===== config.mk =====
export PLATFORM = sky130hd
export DESIGN_NAME = fob_lock_mode_controller_core
export DESIGN_NICKNAME = d
export VERILOG_FILES = /design/src/hw/rtl/fob_lmc_pkg.sv /design/src/hw/rtl/fob_lmc_cfg.sv /design/src/hw/rtl/fob_lmc_engine.sv /design/src/hw/rtl/fob_lock_mode_controller_core.sv
export SDC_FILE = /design/constraint.sdc
export NUM_CORES = 1
export LEC_CHECK = 0
export ABC_CLOCK_PERIOD_IN_PS = 2200
export BUFFER_PORTS_ARGS = -buffer_cell sky130_fd_sc_hd__buf_2
export CELL_PAD_IN_SITES_DETAIL_PLACEMENT = 1
export CELL_PAD_IN_SITES_GLOBAL_PLACEMENT = 2
export CORE_MARGIN = 3
export CORE_UTILIZATION = 30
export CTS_CLUSTER_DIAMETER = 100
export DETAILED_ROUTE_END_ITERATION = 6
export PLACE_DENSITY_LB_ADDON = 0.1
export SYNTH_ARGS = -nofsm -noshare
export SYNTH_HDL_FRONTEND = slang
export SYNTH_SLANG_ARGS = --single-unit

===== constraint.sdc =====
create_clock -name aclk -period 2.2 [get_ports aclk]
set_input_delay 0.33 -clock aclk [delete_from_list [all_inputs] [get_ports aclk]]
set_output_delay 0.33 -clock aclk [all_outputs]
set_load 0.005 [all_outputs]

===== src/hw/rtl/fob_lmc_pkg.sv =====
// ----------------------------------------------------------------------------
// fob_lmc_pkg
// Shared types and constants for the fob lock mode controller.
// ----------------------------------------------------------------------------
`default_nettype none

package fob_lmc_pkg;

    // Saturation width of the tick counter and the stored counter width.
    localparam int unsigned COUNT_BITS = 16;
    localparam int unsigned TICK_W     = 16;
    localparam logic [TICK_W-1:0] COUNT_LIMIT =
        (COUNT_BITS >= TICK_W) ? {TICK_W{1'b1}}
                               : TICK_W'((64'd1 << COUNT_BITS) - 64'd1);

    // Configuration port geometry.
    localparam int unsigned CFG_ADDR_W = 3;
    localparam int unsigned CFG_DATA_W = 16;

    // Stream widths.
    localparam int unsigned S_TDATA_W = 8;
    localparam int unsigned S_TUSER_W = 2;
    localparam int unsigned M_TDATA_W = 16;

    // Register indexes.
    localparam logic [CFG_ADDR_W-1:0] REG_FOB_MODE         = 3'd0;
    localparam logic [CFG_ADDR_W-1:0] REG_FOB_ENABLE       = 3'd1;
    localparam logic [CFG_ADDR_W-1:0] REG_ALERT_ENABLE     = 3'd2;
    localparam logic [CFG_ADDR_W-1:0] REG_ALERT_TARGET_SEL = 3'd3;
    localparam logic [CFG_ADDR_W-1:0] REG_LOCK_MASK        = 3'd4;
    localparam logic [CFG_ADDR_W-1:0] REG_RELOCK_DELAY     = 3'd5;

    // Fob modes; code three behaves as momentary.
    localparam logic [1:0] MODE_MOMENTARY = 2'd0;
    localparam logic [1:0] MODE_TOGGLE    = 2'd1;
    localparam logic [1:0] MODE_LATCH     = 2'd2;

    // Alert channel codes.
    localparam logic [1:0] ALERT_CH_BOTH   = 2'd0;
    localparam logic [1:0] ALERT_CH_FIRST  = 2'd1;
    localparam logic [1:0] ALERT_CH_SECOND = 2'd2;

    // Reset values of the registers.
    localparam logic [1:0]        RST_FOB_MODE     = MODE_MOMENTARY;
    localparam logic              RST_FOB_ENABLE   = 1'b0;
    localparam logic              RST_ALERT_ENABLE = 1'b1;
    localparam logic [1:0]        RST_ALERT_TARGET = 2'd3;
    localparam logic [1:0]        RST_LOCK_MASK    = 2'd1;
    localparam logic [TICK_W-1:0] RST_RELOCK_DELAY = 16'd4;

    // Input operation codes.
    typedef enum logic [1:0] {
        OP_PIN_SAMPLE = 2'd0,
        OP_TIMER_TICK = 2'd1,
        OP_TEST_REQ   = 2'd2
    } op_t;

    typedef struct packed {
        logic [1:0]        fob_mode;
        logic              fob_enable;
        logic              alert_enable;
        logic [1:0]        alert_target_sel;
        logic [1:0]        lock_mask;
        logic [TICK_W-1:0] relock_delay;
    } cfg_t;

    typedef struct packed {
        logic [1:0] operation;
        logic       pin_level;
    } item_t;

    // Declared from the highest bit down, so that lock_cmd_valid is bit 0.
    typedef struct packed {
        logic       pressed_now;
        logic       access_enable;
        logic       access_cmd_valid;
        logic [1:0] alert_target_out;
        logic [1:0] alert_channel;
        logic       alert_valid;
        logic       lock_arm;
        logic [1:0] lock_cmd_mask;
        logic       lock_cmd_valid;
    } result_t;

    localparam int unsigned RESULT_W = $bits(result_t);

endpackage

`default_nettype wire


===== src/hw/rtl/fob_lmc_cfg.sv =====
// ----------------------------------------------------------------------------
// fob_lmc_cfg
// Configuration register file with a pulse that clears the toggle state.
// ----------------------------------------------------------------------------
`default_nettype none

module fob_lmc_cfg (
    input  wire logic                                aclk,
    input  wire logic                                aresetn,
    input  wire logic                                cfg_wr_en,
    input  wire logic [fob_lmc_pkg::CFG_ADDR_W-1:0]  cfg_addr,
    input  wire logic [fob_lmc_pkg::CFG_DATA_W-1:0]  cfg_wr_data,
    output fob_lmc_pkg::cfg_t                        cfg,
    output logic                                     toggle_clr
);

    fob_lmc_pkg::cfg_t cfg_reg;

    // Register writes; unknown indexes are dropped.
    always_ff @(posedge aclk) begin
        if (!aresetn) begin
            cfg_reg.fob_mode         <= fob_lmc_pkg::RST_FOB_MODE;
            cfg_reg.fob_enable       <= fob_lmc_pkg::RST_FOB_ENABLE;
            cfg_reg.alert_enable     <= fob_lmc_pkg::RST_ALERT_ENABLE;
            cfg_reg.alert_target_sel <= fob_lmc_pkg::RST_ALERT_TARGET;
            cfg_reg.lock_mask        <= fob_lmc_pkg::RST_LOCK_MASK;
            cfg_reg.relock_delay     <= fob_lmc_pkg::RST_RELOCK_DELAY;
        end else if (cfg_wr_en) begin
            unique case (cfg_addr)
                fob_lmc_pkg::REG_FOB_MODE:
                    cfg_reg.fob_mode <= cfg_wr_data[1:0];
                fob_lmc_pkg::REG_FOB_ENABLE:
                    cfg_reg.fob_enable <= cfg_wr_data[0];
                fob_lmc_pkg::REG_ALERT_ENABLE:
                    cfg_reg.alert_enable <= cfg_wr_data[0];
                fob_lmc_pkg::REG_ALERT_TARGET_SEL:
                    cfg_reg.alert_target_sel <= cfg_wr_data[1:0];
                fob_lmc_pkg::REG_LOCK_MASK:
                    cfg_reg.lock_mask <= cfg_wr_data[1:0];
                fob_lmc_pkg::REG_RELOCK_DELAY:
                    cfg_reg.relock_delay <= cfg_wr_data[fob_lmc_pkg::TICK_W-1:0];
                default: ;
            endcase
        end
    end

    // Any mode write other than toggle drops the toggle state.
    assign toggle_clr = cfg_wr_en && (cfg_addr == fob_lmc_pkg::REG_FOB_MODE)
                        && (cfg_wr_data[1:0] != fob_lmc_pkg::MODE_TOGGLE);
    assign cfg = cfg_reg;

endmodule

`default_nettype wire


===== src/hw/rtl/fob_lmc_engine.sv =====
// ----------------------------------------------------------------------------
// fob_lmc_engine
// Fob state registers and the single-pass logic that turns one item into
// one result.
// ----------------------------------------------------------------------------
`default_nettype none

module fob_lmc_engine (
    input  wire logic                 aclk,
    input  wire logic                 aresetn,
    input  fob_lmc_pkg::cfg_t         cfg,
    input  wire logic                 toggle_clr,
    input  wire logic                 step_en,
    input  fob_lmc_pkg::item_t        item,
    output fob_lmc_pkg::result_t      result
);

    logic                            prev_pressed_reg,  prev_pressed_next;
    logic                            pressed_state_reg, pressed_state_next;
    logic                            toggle_armed_reg,  toggle_armed_next;
    logic                            timer_idle_reg,    timer_idle_next;
    logic [fob_lmc_pkg::TICK_W-1:0]  tick_count_reg,    tick_count_next;

    logic       pressed;
    logic       user_trig;
    logic       user_level;
    logic       lock_do;
    logic       lock_arm_val;
    logic       lock_user;
    logic       toggle_flip;
    logic [1:0] mask;

    // Decide what the item triggers and how the state moves.
    always_comb begin
        prev_pressed_next  = prev_pressed_reg;
        pressed_state_next = pressed_state_reg;
        toggle_armed_next  = toggle_armed_reg;
        timer_idle_next    = timer_idle_reg;
        tick_count_next    = tick_count_reg;
        pressed            = ~item.pin_level;
        user_trig          = 1'b0;
        user_level         = 1'b1;
        lock_do            = 1'b0;
        lock_arm_val       = 1'b0;
        lock_user          = 1'b0;
        toggle_flip        = ~toggle_armed_reg;

        case (item.operation)
            fob_lmc_pkg::OP_PIN_SAMPLE: begin
                pressed_state_next = pressed;
                prev_pressed_next  = pressed;
                user_level         = pressed;
                if (cfg.fob_enable) begin
                    if (cfg.fob_mode == fob_lmc_pkg::MODE_LATCH) begin
                        user_trig = (pressed != prev_pressed_reg);
                    end else begin
                        user_trig = pressed && !prev_pressed_reg;
                    end
                end
            end
            fob_lmc_pkg::OP_TIMER_TICK: begin
                if (!timer_idle_reg && (tick_count_reg >= cfg.relock_delay)) begin
                    lock_do         = 1'b1;
                    lock_arm_val    = 1'b1;
                    timer_idle_next = 1'b1;
                end else if (tick_count_reg < fob_lmc_pkg::COUNT_LIMIT) begin
                    tick_count_next = tick_count_reg + 1'b1;
                end
            end
            fob_lmc_pkg::OP_TEST_REQ: begin
                user_trig = 1'b1;
            end
            default: ;
        endcase

        // A user action: latch follows the level, toggle flips, else unlock.
        if (user_trig) begin
            lock_do   = 1'b1;
            lock_user = 1'b1;
            if (cfg.fob_mode == fob_lmc_pkg::MODE_LATCH) begin
                lock_arm_val = user_level;
            end else if (cfg.fob_mode == fob_lmc_pkg::MODE_TOGGLE) begin
                toggle_armed_next = toggle_flip;
                lock_arm_val      = toggle_flip;
                timer_idle_next   = 1'b1;
            end else begin
                lock_arm_val    = 1'b0;
                timer_idle_next = 1'b0;
                tick_count_next = '0;
            end
        end
    end

    // Build the result fields.
    always_comb begin
        mask   = cfg.lock_mask;
        result = '0;
        if (lock_do) begin
            result.lock_cmd_valid = 1'b1;
            result.lock_cmd_mask  = mask;
            result.lock_arm       = lock_arm_val;
        end
        if (lock_do && lock_user && cfg.alert_enable) begin
            result.alert_valid      = 1'b1;
            result.alert_target_out = cfg.alert_target_sel;
            if (mask == 2'b11) begin
                result.alert_channel = fob_lmc_pkg::ALERT_CH_BOTH;
            end else if (mask[0]) begin
                result.alert_channel = fob_lmc_pkg::ALERT_CH_FIRST;
            end else begin
                result.alert_channel = fob_lmc_pkg::ALERT_CH_SECOND;
            end
        end
        if (lock_user && (cfg.fob_mode == fob_lmc_pkg::MODE_LATCH)) begin
            result.access_cmd_valid = 1'b1;
            result.access_enable    = user_level;
        end
        result.pressed_now = pressed_state_next;
    end

    // State registers advance once per processed item.
    always_ff @(posedge aclk) begin
        if (!aresetn) begin
            prev_pressed_reg  <= 1'b0;
            pressed_state_reg <= 1'b0;
            toggle_armed_reg  <= 1'b0;
            timer_idle_reg    <= 1'b1;
            tick_count_reg    <= '0;
        end else begin
            if (step_en) begin
                prev_pressed_reg  <= prev_pressed_next;
                pressed_state_reg <= pressed_state_next;
                timer_idle_reg    <= timer_idle_next;
                tick_count_reg    <= tick_count_next;
            end
            // A mode write that clears the toggle state wins over a step.
            if (toggle_clr) begin
                toggle_armed_reg <= 1'b0;
            end else if (step_en) begin
                toggle_armed_reg <= toggle_armed_next;
            end
        end
    end

endmodule

`default_nettype wire


===== src/hw/rtl/fob_lock_mode_controller_core.sv =====
// ----------------------------------------------------------------------------
// fob_lock_mode_controller_core
// Key-fob lock mode controller: pin samples, timer ticks and test requests
// in, one lock/alert/access result out per item.
// ----------------------------------------------------------------------------
//  Channel   Direction  Ports                          Content
//  s_        in         s_tvalid s_tready s_tdata      tdata[0] pin_level
//                       s_tuser                        tuser[1:0] operation
//  m_        out        m_tvalid m_tready m_tdata      result fields, see port
//  cfg_      in         cfg_wr_en cfg_addr cfg_wr_data register writes
//
//  One item per cycle sustained while m_tready is high; an accepted item
//  loads the input register and then the result register, which drives m_.
//  The fob state advances when an item moves from the input register into
//  the result register; that single pass sets the rate.
//  A stall on m_tready fills the result register and then the input
//  register; s_tready drops only when both are full.
//  Reset is synchronous and active low.
// ----------------------------------------------------------------------------
`default_nettype none

module fob_lock_mode_controller_core (
    input  wire logic                                aclk,
    input  wire logic                                aresetn,
    // Input channel.
    input  wire logic                                s_tvalid,
    output logic                                     s_tready,
    input  wire logic [fob_lmc_pkg::S_TDATA_W-1:0]   s_tdata,  // [0] pin_level
    input  wire logic [fob_lmc_pkg::S_TUSER_W-1:0]   s_tuser,  // [1:0] operation
    // Result channel.
    output logic                                     m_tvalid,
    input  wire logic                                m_tready,
    // [0] lock_cmd_valid, [2:1] lock_cmd_mask, [3] lock_arm, [4] alert_valid,
    // [6:5] alert_channel, [8:7] alert_target_out, [9] access_cmd_valid,
    // [10] access_enable, [11] pressed_now, [15:12] zero
    output logic [fob_lmc_pkg::M_TDATA_W-1:0]        m_tdata,
    // Configuration writes.
    input  wire logic                                cfg_wr_en,
    input  wire logic [fob_lmc_pkg::CFG_ADDR_W-1:0]  cfg_addr,
    input  wire logic [fob_lmc_pkg::CFG_DATA_W-1:0]  cfg_wr_data
);

    fob_lmc_pkg::cfg_t     cfg;
    logic                  toggle_clr;
    logic                  in_valid_reg;
    fob_lmc_pkg::item_t    in_item_reg;
    logic                  out_valid_reg;
    fob_lmc_pkg::result_t  out_result_reg;
    fob_lmc_pkg::result_t  result;
    logic                  advance;

    fob_lmc_cfg u_cfg (
        .aclk        (aclk),
        .aresetn     (aresetn),
        .cfg_wr_en   (cfg_wr_en),
        .cfg_addr    (cfg_addr),
        .cfg_wr_data (cfg_wr_data),
        .cfg         (cfg),
        .toggle_clr  (toggle_clr)
    );

    // Move an item forward when the result register is free or being drained.
    assign advance  = in_valid_reg && (!out_valid_reg || m_tready);
    assign s_tready = !in_valid_reg || advance;

    // Input register.
    always_ff @(posedge aclk) begin
        if (!aresetn) begin
            in_valid_reg <= 1'b0;
        end else if (s_tready) begin
            in_valid_reg <= s_tvalid;
        end
    end

    always_ff @(posedge aclk) begin
        if (s_tready && s_tvalid) begin
            in_item_reg.operation <= s_tuser[1:0];
            in_item_reg.pin_level <= s_tdata[0];
        end
    end

    fob_lmc_engine u_engine (
        .aclk       (aclk),
        .aresetn    (aresetn),
        .cfg        (cfg),
        .toggle_clr (toggle_clr),
        .step_en    (advance),
        .item       (in_item_reg),
        .result     (result)
    );

    // Result register.
    always_ff @(posedge aclk) begin
        if (!aresetn) begin
            out_valid_reg <= 1'b0;
        end else if (advance) begin
            out_valid_reg <= 1'b1;
        end else if (m_tready) begin
            out_valid_reg <= 1'b0;
        end
    end

    always_ff @(posedge aclk) begin
        if (advance) begin
            out_result_reg <= result;
        end
    end

    assign m_tvalid = out_valid_reg;
    assign m_tdata  = {{(fob_lmc_pkg::M_TDATA_W - fob_lmc_pkg::RESULT_W){1'b0}},
                       out_result_reg};

endmodule

`default_nettype wire


---- Yosys cells after proc, flatten, opt, wreduce, memory -nomap -nowiden ----
Cells that the tools add are included.
storage, ports and cells
  bits in registers ....................... 61
  input bits .............................. 34
  output and inout bits ................... 18
  logic and storage cells ................. 101
cells by class
  add/subtract/negate cells ............... 1
  magnitude comparators ................... 2
  eq/ne operators ......................... 12
  muxes and demuxes ....................... 29
  bitwise logic cells ..................... 5
  reduce and logical (&&, ||, !) cells .... 28
operators by type and width
  kind                   count
  $mux 16                6
  $mux 1                 21
  $add 16x1->16 const B  1
  $ge 16x16->1           1
  $lt 16x16->1 const B   1
  $reduce_and 2->1       7
  $logic_and 1x1->1      9
  $eq 2x2->1 const B     3
  $eq 3x2->1 const B     2
  $eq 3x3->1 const B     2
  $not 1->1              5
  $eq 2x1->1 const B     2
  $logic_not 1->1        4
  $reduce_and 4->1       1
  $reduce_or 2->1        2
  $eq 3x1->1 const B     1
  $logic_not 3->1        1
  $logic_not 2->1        1
  $logic_or 1x1->1       2
  $mux 2                 1
  $ne 2x1->1 const B     1
  $pmux 1 s2             1
  $reduce_bool 2->1      1
  $ne 1x1->1             1

---- Depth between registers and ports, before layout ----
Gate-level depths: netlist of the first run.
  depth in word-level cells ............... 10
  depth in mapped cells ................... 10
  gate-level depth less buffers ........... 8

---- Modules after synthesis ----
A second synthesis of the first run with hierarchy kept.
second synthesis, totals
  cell total of the unflattened synthesis .. 367
  area, all modules ....................... 3348.2 µm²
modules (own cells, without submodules)
  module                         times used  cells an instance  area an instance (µm²)  seq. area each (µm²)
  fob_lmc_engine                 1           234                1746.7                  400.4
  fob_lmc_cfg                    1           104                1013.5                  480.5
  fob_lock_mode_controller_core  1           29                 588.1                   490.5

---- Worst setup path before layout of the first run ----
No wires, ideal clock.
  path kind ............................... flip-flop to flip-flop
  from .................................... register u_engine.tick_count_reg[0] (netlist bit)
  to ...................................... register u_engine.tick_count_reg[10] (netlist bit)
  data arrival time ....................... 2.322 ns
  required time ........................... 2.130 ns
  setup slack ............................. -0.193 ns
  stages on the path, launching flop included .. 10
  path buffers ............................ 1
  clock period less this slack ............ 2.393 ns
  cells stage by stage .................... dfxtp_1 inv_1 ha_1 nand2b_1 a2111o_1 a311oi_2 a22oi_2 buf_6 or4_1 a21oi_1
on the way
  longest elaborated chain between the ends .. 7
  elaborated cells on any way between the ends .. 10
ends and longest elaborated chain
  element                                       RTL line                                    source
  from (decl)                                   fob_lmc_engine.sv:22                        logic [fob_lmc_pkg::TICK_W-1:0] tick_count_reg, tick_count_next;
  from (signal assigned)                        fob_lmc_engine.sv:134                       tick_count_reg <= tick_count_next;
  $add 16x1->16, or another cell as far along   fob_lmc_engine.sv:67                        tick_count_next = tick_count_reg + 1'b1;
  $mux 16 or $logic_and 1x1->1 (tied branches)  fob_lmc_engine.sv:66, fob_lmc_engine.sv:62
  $mux 16 *                                     fob_lmc_engine.sv:62                        if (!timer_idle_reg && (tick_count_reg >= cfg.relock_delay)) begin
  $mux 16 *                                     fob_lmc_engine.sv:48                        case (item.operation)
  $mux 16                                       fob_lmc_engine.sv:82                        end else if (cfg.fob_mode == fob_lmc_pkg::MODE_TOGGLE) begin
  $mux 16                                       fob_lmc_engine.sv:80                        if (cfg.fob_mode == fob_lmc_pkg::MODE_LATCH) begin
  $mux 16 *                                     fob_lmc_engine.sv:77                        if (user_trig) begin
Mark *: on every way between the ends. The rest lies on a longest branch, timed or not.
A chain may end at the register's enable or synchronous reset.

---- Worst setup path in the final report of the first run ----
  from .................................... register u_engine.tick_count_reg[0] (netlist bit)
  to ...................................... register u_engine.tick_count_reg[13] (netlist bit)
Same word-level chain as after synthesis.

==> summary.md, run 1 <==
The worst-case clock skew is 10.10 ps. The later pin in the worst-skew pair is clocked with a latency of 340 ps. The starting density of the core was 31.49%; the switching power was 0.0005935 W.

The run gives 0 as the total global routing overflow. After synthesis, flip-flops and latches occupy 43.54% of the total area. Measured in cells, the most critical reg-to-reg path has a length of 9. The tools report the startpoint kind of the worst setup timing path as a flip-flop. Routability-driven placement finished with a final weighted congestion of 0.7356. Number of clock buffers inserted by TritonCTS: 9. Setup repair after global routing could not meet its margin everywhere. The dominant synthesized flop cell was sky130_fd_sc_hd__dfxtp_1. The kind of end point of the critical path is a flip-flop. Following the worst setup path forward leads to its endpoint at u_engine.tick_count_reg[13].

Entering global routing, the biggest net connects 29 pins. From synthesis to final layout, the design area changed by 36.63%. The switching share of total power is 23.75%, and the share of total power in sequential cells is 47.9%.

Xor/xnor cell area share of the yosys netlist: 0.2781%. The fraction of final layout cells sized beyond drive strength 1 is 33.78%. After synthesis, the share of flip-flops with an asynchronous set or reset is 0%. Number of buffers inserted by hold repair at cts: 0. The run gives 11760 um2 as the floorplan die area. The dominant combinational cell family by area after synthesis is simple AND/OR/NAND/NOR gates. For the worst setup path, the data required time is 2420 ps. Across the run, the number of max-cap violations was 0. The first TritonRoute pass finished after 4 iterations.

The synthesized-area fraction occupied by adder cells is 7.151%. Ranked by total cell area, the synthesized netlist is headed by sky130_fd_sc_hd__dfxtp_1, sky130_fd_sc_hd__edfxtp_1, sky130_fd_sc_hd__ha_1. sky130_fd_sc_hd__dfxtp_1 takes more of the synthesized area than any other cell.

The wire length per cell is 15.16 um. The tools report the via count of the first global-routing pass as 2828. The wire length of the first global-routing pass was 14.61 mm; the total routing usage reported by global routing was 16.28%. Multiplexer area fraction after synthesis: 1.907%.

Counting the fill cells in the layout gives 1192. Averaged over all synthesized cells, the footprint is 8.772 um2. The die is 108.5 um tall. For the slack of the critical path, the log shows -79.32 ps. Arrival time of the worst setup path: 2500 ps.

The critical path starts at u_engine.tick_count_reg[0]. After detailed routing, the number of vias per cell comes to 4.834. In this run the worst hold path is classified as in2reg. The setup check on the worst reg-to-reg path leaves a slack of -80 ps.

The logs give 0.4387 GHz for the maximum clock frequency and 2818 for the detailed-route via count. The repair_antennas step left the layout with diodes totalling 0. The detail route stage leaves a number of antenna-violating nets equal to 0. By count the netlist is led by sky130_fd_sc_hd__nand2_1, sky130_fd_sc_hd__dfxtp_1, sky130_fd_sc_hd__inv_1. Combinational logic is responsible for 9.2% of the overall power.

The most instantiated library cell after synthesis was sky130_fd_sc_hd__nand2_1. Adding up every negative setup slack in the final design gives -711.6 ps. The logs give 3 for the level count of the clock H-tree and 52 for the I/O pin count. The register with the most flip-flops in the layout has 24 of them.

The internal power of the cells totals 0.001906 W. The startpoint of the lowest-slack register-to-register path was u_engine.tick_count_reg[0]. The count of buffers added on input and output ports is 40. Synthesis handed over a netlist of 359 instances. The number of antenna violations at the first check in global routing came out at 0.

The run finished, with violations left. The total power of the final layout was 0.002499 W. Total length of routed wires: 8.839 mm. The clock passes through at most 2 buffers. The clock drives 61 sinks. The final count of hold timing violations is 0, and the clock period minus worst slack is 2279 ps.

At the pin with the least slew margin, the transition time is 592.2 ps. The HPWL reported at the end of detailed placement came out at 6.287 mm. For the final-stage net count, the log shows 497. In this run the critical register-to-register path is captured at u_engine.tick_count_reg[13]. Of the post-synthesis cell area, the dominant cell type holds 29.24%.

By startpoint and endpoint, the worst setup path is classified as reg2reg. The synthesized design contains 15 enable-type register cells. Die extent in x: 108.5 um. The worst path uses 103.6% of the clock period. Number of distinct library cells after synthesis: 43.

The final reports fail on setup timing. In this run the power density over the cells is 580.8 nW/um2. The flop and latch count out of synthesis came out at 61. Summing every instance area after synthesis gives 3149 um2. The maximum fanout along the worst path is 6, and the portion of total power attributed to the clock network is 42.9%. Summing the areas of all compound-gate instances in the mapped netlist gives 17.52% of the synthesized area. Clock-pin slew was measured on the worst setup and hold paths at 70 ps. After detailed routing, the number of remaining DRC violations is 0. Of the total synthesized cell area, the portion taken by AND, OR, NAND and NOR gates is 23.52%.

After floorplanning, the core was divided into 36 placement rows. The run gives 58 as the detailed router's first-iteration violation count. Setup violations remaining at the end of the flow were counted as 13.

The floorplan step defined a core boundary enclosing 10000 um2. The tree is rooted in a sky130_fd_sc_hd__clkbuf_8. The worst pin sits at a relative slew slack of 60.41%. During synthesis, Yosys emitted a total of 0 warnings. TritonCTS built the clock tree.

The run gives 1.652 nW as the static power due to leakage. Across the VDD grid, the largest voltage drop is 0.3161 mV. The number of pins with negative max-slew slack in the final report came out at 0.
## worst max-delay path, cell delays in order, from the launching register on
cell,delay [ps]
sky130_fd_sc_hd__dfxtp_2,330
sky130_fd_sc_hd__inv_2,40
sky130_fd_sc_hd__ha_4,200
sky130_fd_sc_hd__nand2b_4,130
sky130_fd_sc_hd__a2111o_1,420
sky130_fd_sc_hd__a311oi_4,250
sky130_fd_sc_hd__a22oi_2,170
sky130_fd_sc_hd__buf_4,200
sky130_fd_sc_hd__o41ai_4,320
sky130_fd_sc_hd__a21oi_1,100
## power by group through the flow
stage	registers, W	logic, W	clock network [W]
3_3_place_gp	0.00122	0.000198	0
5_1_grt	0.00120	0.000259	0.00115
4_1_cts	0.00120	0.000220	0.00111
2_1_floorplan	0.00122	0.000109	0
6_report	0.00120	0.000230	0.00107
3_5_place_dp	0.00122	0.000203	0
## final cells by class
class,instances,area (um2),share of cell area [%]
multi-input cells,258,1866,43.36
flip-flops and latches,61,1386,32.22
repair buffers,88,579.3,13.46
well taps,133,166.4,3.867
clock buffers,9,123.9,2.879
inverters,27,101.3,2.355
clock inverters,7,80.08,1.861
## repair_timing
| item | CTS | global route |
|---|---|---|
| setup buffers | 4 | 6 |
| gates resized for setup | 22 | 38 |
| pin swaps | 24 | 27 |
| endpoints found under the setup margin | 20 | 20 |
| cloned | 1 | 0 |
## per-layer routing
metal | vias up | part of all wire (%) | track usage [%]
met5 | - | 0 | 0
met4 | 0 | 1.1 | 4.058
met3 | 10 | 3.7 | 4.478
met2 | 43 | 44 | 24.80
met1 | 1323 | 51 | 22.78
li1 | 1442 | - | -
## logic make-up after synthesis
group / count (synthesis)
flops: 61
mux: 6
buf+inv: 44
xor+xnor: 1
compound gates: 82
simple gates: 146
fa+ha+maj: 18
other cells: 1
## cells in the final DEF (no fill, tap or decap), types with 7 or more instances in the layout
cell type and count:
sky130_fd_sc_hd__inv_1 22, sky130_fd_sc_hd__dfxtp_2 12, sky130_fd_sc_hd__nand2_1 59, sky130_fd_sc_hd__ha_1 10
sky130_fd_sc_hd__buf_4 43, sky130_fd_sc_hd__dfxtp_1 34, sky130_fd_sc_hd__edfxtp_1 15, sky130_fd_sc_hd__nor2_1 7
sky130_fd_sc_hd__a21boi_0 18, sky130_fd_sc_hd__clkbuf_8 9, sky130_fd_sc_hd__a21oi_1 13, sky130_fd_sc_hd__buf_2 40
sky130_fd_sc_hd__ha_4 8, sky130_fd_sc_hd__o211ai_1 8, sky130_fd_sc_hd__nor2b_1 11, sky130_fd_sc_hd__nand3_1 15
sky130_fd_sc_hd__o21ai_0 12, sky130_fd_sc_hd__or3_1 9
## per-stage QoR
| stage | utilization [%] | std cells | worst slack, ps | hold WS (ps) | cell area, um2 |
|---|---|---|---|---|---|
| 2_1_floorplan | - | 362 | -88.37 | 428.9 | 3188 |
| 3_3_place_gp | 37.56 | 557 | -223.6 | 450.4 | 3756 |
| 3_5_place_dp | 37.56 | 557 | -253.5 | 458.9 | 3756 |
| 4_1_cts | 40.79 | 578 | -231.0 | 150.0 | 4079 |
| 5_1_grt | 43.03 | 583 | -225.7 | 145.2 | 4303 |
| 6_report | 43.03 | 583 | -79.32 | 166.0 | 4303 |
## how the worst min path moves through the flow
| stage | startpoint | end | cells past startpoint |
|---|---|---|---|
| after floorplan | s_tdata[0] | in_item_reg[0] | 0 |
| after global placement | u_cfg.cfg[10] | u_cfg.cfg[10] | 2 |
| after detailed placement | u_cfg.cfg[13] | u_cfg.cfg[13] | 2 |
| after CTS | s_tdata[0] | in_item_reg[0] | 1 |
| after global routing | s_tdata[0] | in_item_reg[0] | 1 |
| final | s_tdata[0] | in_item_reg[0] | 1 |
Note: power is estimated with default switching activity, not from simulation.
==> inputs of run 2 (changes only) <==
ABC_CLOCK_PERIOD_IN_PS = 2300   (was 2200)
CORE_UTILIZATION = 34   (was 30)
clock period = 2.3 ns   (was 2.2 ns; I/O delays follow)
==> run 2 against run 1 <==
The run still ends with setup timing left; design area shrank 5.9%; critical path depth down 1; first-iteration DRC count fell by 28%; maximum frequency decreased by 4.0%; global-route usage up 1.3 points; worst setup slack better by 6.1 ps; final cell count is 7.4% lower; largest cell class unchanged; largest power group unchanged.
==> summary.md, run 2 (synthesized netlist as in run 1, its figures left out) <==
The number of DRC violations after detailed routing was 0. For the total routing usage reported by global routing, the log shows 17.53%. The most common cell after layout, fill and taps aside is sky130_fd_sc_hd__nand2_1. The clock sink count was 61.

Detailed-route via count: 2772. The insertion delay to the later sink of the worst-skew pair was 350 ps. Setup total negative slack on the finished layout was measured at -236.5 ps.

The routed design could run at a clock period as short as 2373 ps. At the worst endpoint, the arrival time is 2660 ps. Detailed router's first-iteration violation count: 42. The core region is 8848 um2. Traced cell by cell, the critical path runs through inv_2 -> ha_1 -> a2111o_1 -> a311oi_2 -> a22oi_2 -> buf_12 -> or4_4 -> a21oi_2. For this run the aggregate overflow at the end of global routing stands at 0.

Worst-path cell with the longest stage delay: sky130_fd_sc_hd__or4_4. Maximum vdd drop: 0.2427 mV. The slack of the worst reg-to-reg path was -70 ps. The maximum fanout along the worst path came out at 8. The wire length of the first global-routing pass was 13.98 mm; the transition at the pin with the smallest max-transition slack was 580.9 ps. The via count of the first global-routing pass was 2768; the count of placed standard cells including taps was 519. Prior to clock tree synthesis, the placed netlist has a worst setup slack of -99.42 ps. The run gives 0 as the number of buffers inserted by hold repair at cts. Setup repair after global routing could not meet its margin everywhere.

After detailed routing, the total wire length is 8.630 mm. TritonCTS built the clock tree. For the floorplan row count, the log shows 34. The checks that failed: setup timing. The HPWL reported at the end of detailed placement came out at 5.998 mm.

The worst pin sits at a relative slew slack of 61.27%. Dividing the detail-routed via count by the number of cells gives 5.133. The area growth from synthesis to layout is 28.61%.

The final layout contains 479 nets. STA classifies the critical path endpoint as a flip-flop. At the end of routability-driven placement, the weighted congestion stood at 0.7345. The run finished, with violations left. The slack of the critical path came out at -73.18 ps.

Share of the cycle needed by the critical path after routing: 103.2%. Final count of hold timing violations: 0. From bottom edge to top edge, the die measures 102.2 um. The logs give 12.94 ps for the worst-case clock skew and 0 for the max-cap violation count. Entering global routing, the biggest net connects 31 pins. Required time at the endpoint of the critical path: 2580 ps. The number of clock buffers added by TritonCTS is 9. After routing the design area is 4050 um2. The worst setup path is of the reg2reg kind. The register with the most flip-flops in the layout has 24 of them. Fill cells in the final layout number 1059.

The run gives 5 as the setup violation total in the final timing report. The run gives 35.59% as the starting density of the core. In this run the static leakage power is 1.556 nW. For the detailed-routing iteration count for the pre-antenna-repair pass, the log shows 4.

For the floorplan die area, the log shows 10450 um2. STA classifies the critical path startpoint as a flip-flop. The die is 102.2 um wide. Maximum clock frequency: 0.4214 GHz. I/O pin count: 52. The count of buffers added on input and output ports is 40. Counting along the longest clock path gives a buffer depth of 2. The path class of the tightest hold or removal check is in2reg. The wire length per cell was 15.98 um.

The tools report the number of pins with negative max-slew slack in the final report as 0. The H-tree generated during clock tree synthesis spans 3 levels. The number of antenna violations at the first check in global routing came out at 0. Clock tree synthesis selected as its root buffer the cell sky130_fd_sc_hd__clkbuf_8. The delay of the slowest critical-path stage is 470 ps. Of the cells placed in the final design, the portion with a size suffix greater than 1 is 27.55%.

Once layout is complete, the cells apart from fillers number 540. The number of antenna diodes in the final layout is 0. The top cell types in the final layout, fill and taps aside, are sky130_fd_sc_hd__nand2_1, sky130_fd_sc_hd__dfxtp_1, sky130_fd_sc_hd__buf_2, sky130_fd_sc_hd__buf_4, sky130_fd_sc_hd__inv_1. The count of nets left with antenna violations after detail routing is 0, and the power density over the cells is 579.7 nW/um2.

Once placement finished, the instance area stood at 3625 um2. The CTS clock-pin slew for the worst setup and hold paths was 70 ps.
-- run 2: metal layers --
metal | routed length (um) | share of wire [%] | vias to the layer above | global-route usage (%)
met1 | 4374 | 51 | 1316 | 23.59
met4 | 127 | 1.5 | 0 | 6.660
met2 | 3868 | 45 | 38 | 27.49
li1 | - | - | 1407 | -
met5 | 0 | 0 | - | 0
met3 | 259 | 3.0 | 11 | 3.891
-- run 2: per-stage QoR --
stage | util, % | power [W] | hold slack (ps)
after detailed placement | 40.96 | 0.001350 | 458.6
after global routing | 45.77 | 0.002460 | 150.7
final | 45.77 | 0.002348 | 173.9
after floorplan | - | 0.001269 | 436.5
after CTS | 44.68 | 0.002385 | 150.7
after global placement | 40.96 | 0.001343 | 452.7
-- run 2: power by group --
group          total, W  internal (W)  switching [W]
logic          0.000211     0.0000969       0.000114
clock network  0.000995      0.000503       0.000491
registers       0.00114       0.00113      0.0000151
total           0.00235       0.00173       0.000620
-- run 2: critical path, delay by kind of cell, from the launching register on --
| kind | cells | cell delay, ps |
|---|---|---|
| AOI/OAI and AO/OA | 4 | 1000 |
| adders and majority gates | 1 | 280 |
| buffers and inverters | 2 | 210 |
| and+or+nand+nor | 1 | 470 |
| DFF | 1 | 340 |
-- run 2: cell type report --
class	instances	area, um2	area share [%]
inverters	27	101.3	2.502
repair buffers	71	500.5	12.36
clock inverters	7	75.07	1.854
well taps	108	135.1	3.336
clock buffers	9	123.9	3.058
multi-input cells	257	1735	42.85
flip-flops and latches	61	1379	34.04
-- run 2: what timing repair did --
action                                  CTS  global route
endpoints found under the setup margin   16            19
resized for setup                        13            19
setup buffers                             0             2
hold endpoints to repair                  0             0
cloned                                    2             1
pin swaps                                11             3
-- run 2: path summary, 6_finish.rpt --
kind / endpoint / start / depth (start not counted)
worst max-delay path: u_engine.tick_count_reg[13] / u_cfg.cfg[1] / 8
worst min-delay path: in_item_reg[0] / s_tdata[0] / 1
worst max register to register: u_engine.tick_count_reg[13] / u_cfg.cfg[1] / 8
worst min register to register: u_cfg.cfg[8] / u_cfg.cfg[8] / 2
==> inputs of run 3 (changes only) <==
CAP_MARGIN = 20   (was unset)
SETUP_SLACK_MARGIN = 0.15   (was unset)
SYNTH_HIERARCHICAL = 1   (was unset)
==> run 3 against run 2 <==
The flow still finishes with violations (setup timing); sequential power hardly changed; register-to-register slack better by 60 ps; non-clock buffer count is 14 higher; final cell count is 8.0% higher; total power is 4.6% higher; sequential share of layout area is 3.3 points lower; via count is 7.4% higher; count of clock-buffer cells in the layout stayed put; area after synthesis is 6.3% higher.
==> summary.md, run 3 <==
The run finished, with violations left. The final reports fail on setup timing. The setup violation total in the final timing report came out at 1. Leaving out fill and tap cells, the most frequent cell in the layout is sky130_fd_sc_hd__nand2_1.

The post-synthesis cell count was 367; the number of pins with negative max-slew slack in the final report was 0. The tools report the via count of the first global-routing pass as 3170. Clock tree synthesis inserted a total of 9 buffers. The type of the worst setup path is reg2reg. Vias per cell: 5.106. The worst hold margin was 189.2 ps; the maximum fanout along the worst path was 4. The instance count along the most critical hold path is 1. The min-delay analysis places its worst path in the category in2reg.

The wire length per cell was 16.10 um; the max-cap violation count was 0. CTS placed an instance of sky130_fd_sc_hd__clkbuf_8 at the clock tree root. Yosys mapped the design onto 59 distinct sky130hd cell types. Kind of end point of the critical path: a flip-flop. Compound-cell area share of the yosys netlist: 12.71%. The slack of the critical path is -9.615 ps, and the detailed router's first-iteration violation count is 89. For the worst setup path, the data arrival time is 2570 ps. TritonCTS built the clock tree. After Yosys synthesis, full adders, half adders and majority gates account for 6.726% of the synthesized area. The worst pin sits at a relative slew slack of 66.66%. For the final-stage net count, the log shows 501. In this run the core area contains 35 standard-cell rows. The HPWL after detailed placement is 6.725 mm. In the post-synthesis netlist, the cell with the most instances is sky130_fd_sc_hd__nand2_1. The initial utilization of the core area, before any placement, comes to 35.56%. In this run the remaining antenna-violating nets after routing total 0. The routed design has 9.387 mm of wire.

Summed over all layers, the global routing overflow is 0. After synthesis, flip-flops and latches occupy 40.96% of the total area. Summed over its instances, the top area cell type makes up 27.50% of the synthesized netlist area. The cell type with the highest aggregate area in the netlist is sky130_fd_sc_hd__dfxtp_1. The number of antenna violations at the first check in global routing was 0; the total routing usage reported by global routing was 17.42%. The number of enable-type register cells in the synthesized netlist was 15; the detailed-routing iteration count for the pre-antenna-repair pass was 4.

The worst hold path begins at s_tuser[1]. The core region is 9415 um2. Transition at the pin with the smallest max-transition slack: 498.8 ps. Compared with the post-synthesis result, the final layout area differs by 34.42%. The placed instances occupy a cell area of 3913 um2. The tools report the static power due to leakage as 1.773 nW. Pin placement for this block handled 52 I/O pins. Maximum clock frequency: 0.4330 GHz. The number of DRC violations after detailed routing was 0. For this design, the sink count on the clock tree is 61. The run gives 2977 as the detailed-route via count.

Power spread over the standard cell area amounts to 545.5 nW/um2. The tools report the summed instance area of the synthesized netlist as 3348 um2. The insertion delay to the later sink of the worst-skew pair was 330 ps; the number of buffers inserted by hold repair at cts was 0. Dominant combinational cell family by area after synthesis: simple AND/OR/NAND/NOR gates. The CTS clock-pin slew for the worst setup and hold paths works out to 80 ps.

The library cells used most frequently in the layout, excluding fill and tap cells, are sky130_fd_sc_hd__nand2_1, sky130_fd_sc_hd__buf_2, sky130_fd_sc_hd__buf_4, sky130_fd_sc_hd__dfxtp_1, sky130_fd_sc_hd__mux2i_1. For the level count of the clock H-tree, the log shows 3. Setup repair after global routing could not meet its margin everywhere.

A synthesized cell averages 9.123 um2. Measured along the y axis, the die boundary spans 105.2 um. Counting along the longest clock path gives a buffer depth of 2.

For hold timing, the worst endpoint is in_item_reg[2]. The simple-gate share of the synthesized area was 25.52%. The flip-flop count of the largest register, all copies and words added was 24; the die extent in x was 105.2 um. The required time at the endpoint of the critical path is 2560 ps.

After synthesis, the cell types taking the most area are sky130_fd_sc_hd__dfxtp_1, sky130_fd_sc_hd__edfxtp_1, sky130_fd_sc_hd__mux2i_1. The run gives 4501 um2 as the total non-filler cell area in the finished layout. Counting flops with an async set or reset pin after synthesis yields a share of 0%. The fraction of final layout cells sized beyond drive strength 1 was 36.12%; the worst-case clock skew was 10.20 ps. Number of antenna repair diodes: 0.

In the synthesized netlist, mux cells make up 7.175% of the area. After Yosys synthesis, XOR and XNOR cells account for 0.2616% of the synthesized area. The run gives -10 ps as the slack of the worst reg-to-reg path. The synthesized design contains 61 register bits.

For the worst flop-to-flop path, the logic depth is 9. Entering global routing, the biggest net connects 48 pins. The tools report the setup total negative slack as -9.615 ps. Routability-driven placement finished with a final weighted congestion of 0.7798.

The final count of hold timing violations came out at 0. The floorplan die area came out at 11070 um2. The share of the cycle needed by the critical path after routing works out to 100.4%. For this run, the number of Yosys warnings is 6.

The tools report the startpoint of the lowest-slack register-to-register path as u_engine/tick_count_reg[0]. The clock period minus worst slack works out to 2310 ps. The dominant synthesized flop cell is sky130_fd_sc_hd__dfxtp_1. Across the VDD grid, the largest voltage drop is 0.2448 mV. The startpoint kind of the worst setup timing path is a flip-flop. Sorting the synthesized cells by how often they occur yields sky130_fd_sc_hd__nand2_1, sky130_fd_sc_hd__dfxtp_1, sky130_fd_sc_hd__inv_1. Buffers placed on the I/O ports in this run total 40. The endpoint identified for the worst register-to-register timing path is u_engine/tick_count_reg[2]. The wire length of the first global-routing pass is 15.59 mm.
## run 3: cell count changes after synthesis, moves of 5 or more
| cell | previous run | this run |
|---|---|---|
| sky130_fd_sc_hd__mux2i_1 | 6 | 24 |
| sky130_fd_sc_hd__a21boi_0 | 18 | 1 |
| sky130_fd_sc_hd__nor2_1 | 8 | 23 |
| sky130_fd_sc_hd__clkbuf_1 | 12 | 5 |
| sky130_fd_sc_hd__nand2_1 | 59 | 52 |
| sky130_fd_sc_hd__o21ai_0 | 18 | 11 |
| sky130_fd_sc_hd__o211ai_1 | 8 | 2 |
| sky130_fd_sc_hd__or3_1 | 11 | 5 |
| sky130_fd_sc_hd__nand3_1 | 15 | 10 |
## run 3: cells by family (layout without fill, tap and decap cells)
family | Yosys count | count (layout)
XOR/XNOR | 1 | 1
other | 1 | 4
AND/OR/NAND/NOR | 156 | 156
buffers and inverters | 44 | 128
flip-flops | 61 | 61
multiplexers | 24 | 24
AO/OA/AOI/OAI | 62 | 62
adder cells (fa/ha/maj) | 18 | 18
## run 3: worst max path at each step
stage,startpoint,end,slack (ps)
floorplan,u_engine/tick_count_reg[0],m_tdata[0],140
global placement,u_engine/tick_count_reg[0],u_engine/tick_count_reg[3],-6
detailed placement,u_cfg/cfg[15],u_engine/tick_count_reg[4],-80
CTS,u_engine/tick_count_reg[0],u_engine/tick_count_reg[3],-50
global route,u_cfg/cfg[15],u_engine/tick_count_reg[2],-100
finish,u_engine/tick_count_reg[0],u_engine/tick_count_reg[2],-10
## run 3: routing by layer
layer / track usage (%) / vias up / part of all wire [%]
met5: 0 / - / 0
li1: - / 1474 / -
met3: 2.572 / 7 / 2.5
met4: 5.436 / 0 / 1.0
met1: 22.02 / 1446 / 45
met2: 30.46 / 50 / 52
## run 3: per-stage QoR
stage	util (%)	total power (W)	instances	setup slack, ps
2_1_floorplan	-	0.001278	370	140.9
4_1_cts	45.86	0.002477	579	-51.26
3_3_place_gp	41.55	0.001354	556	-5.752
6_report	47.80	0.002455	583	-9.615
5_1_grt	47.80	0.002577	583	-97.91
3_5_place_dp	41.55	0.001361	556	-83.62
## run 3: critical path: stages (launching register included)
cell and delay (ps):
sky130_fd_sc_hd__dfxtp_2 330, sky130_fd_sc_hd__inv_2 70, sky130_fd_sc_hd__ha_4 190, sky130_fd_sc_hd__nand2b_4 130, sky130_fd_sc_hd__a2111o_1 370, sky130_fd_sc_hd__a32oi_2 270, sky130_fd_sc_hd__a21oi_4 120, sky130_fd_sc_hd__buf_6 140
sky130_fd_sc_hd__or4_4 480, sky130_fd_sc_hd__a21oi_2 150
## run 3: where the power goes
part / switching [W] / internal (W) / leakage (nW)
combinational: 0.000124 / 0.000104 / 1.14
clock: 0.000469 / 0.000616 / 0.110
sequential: 0.0000154 / 0.00113 / 0.520
## run 3: area by class of cell
cell class / instances / area, um2
inverters: 27 / 101.3
multi-input cells: 265 / 2051
repair buffers: 85 / 581.8
fillers: 1105 / 4915
clock inverters: 7 / 98.84
clock buffers: 9 / 123.9
well taps: 129 / 161.4
flip-flops and latches: 61 / 1383
## run 3: timing repair
action / in CTS / in global routing
pin swaps: 14 / 13
setup buffers: 7 / 4
cloned: 0 / 0
gates resized for setup: 34 / 26
setup endpoints to repair: 20 / 24
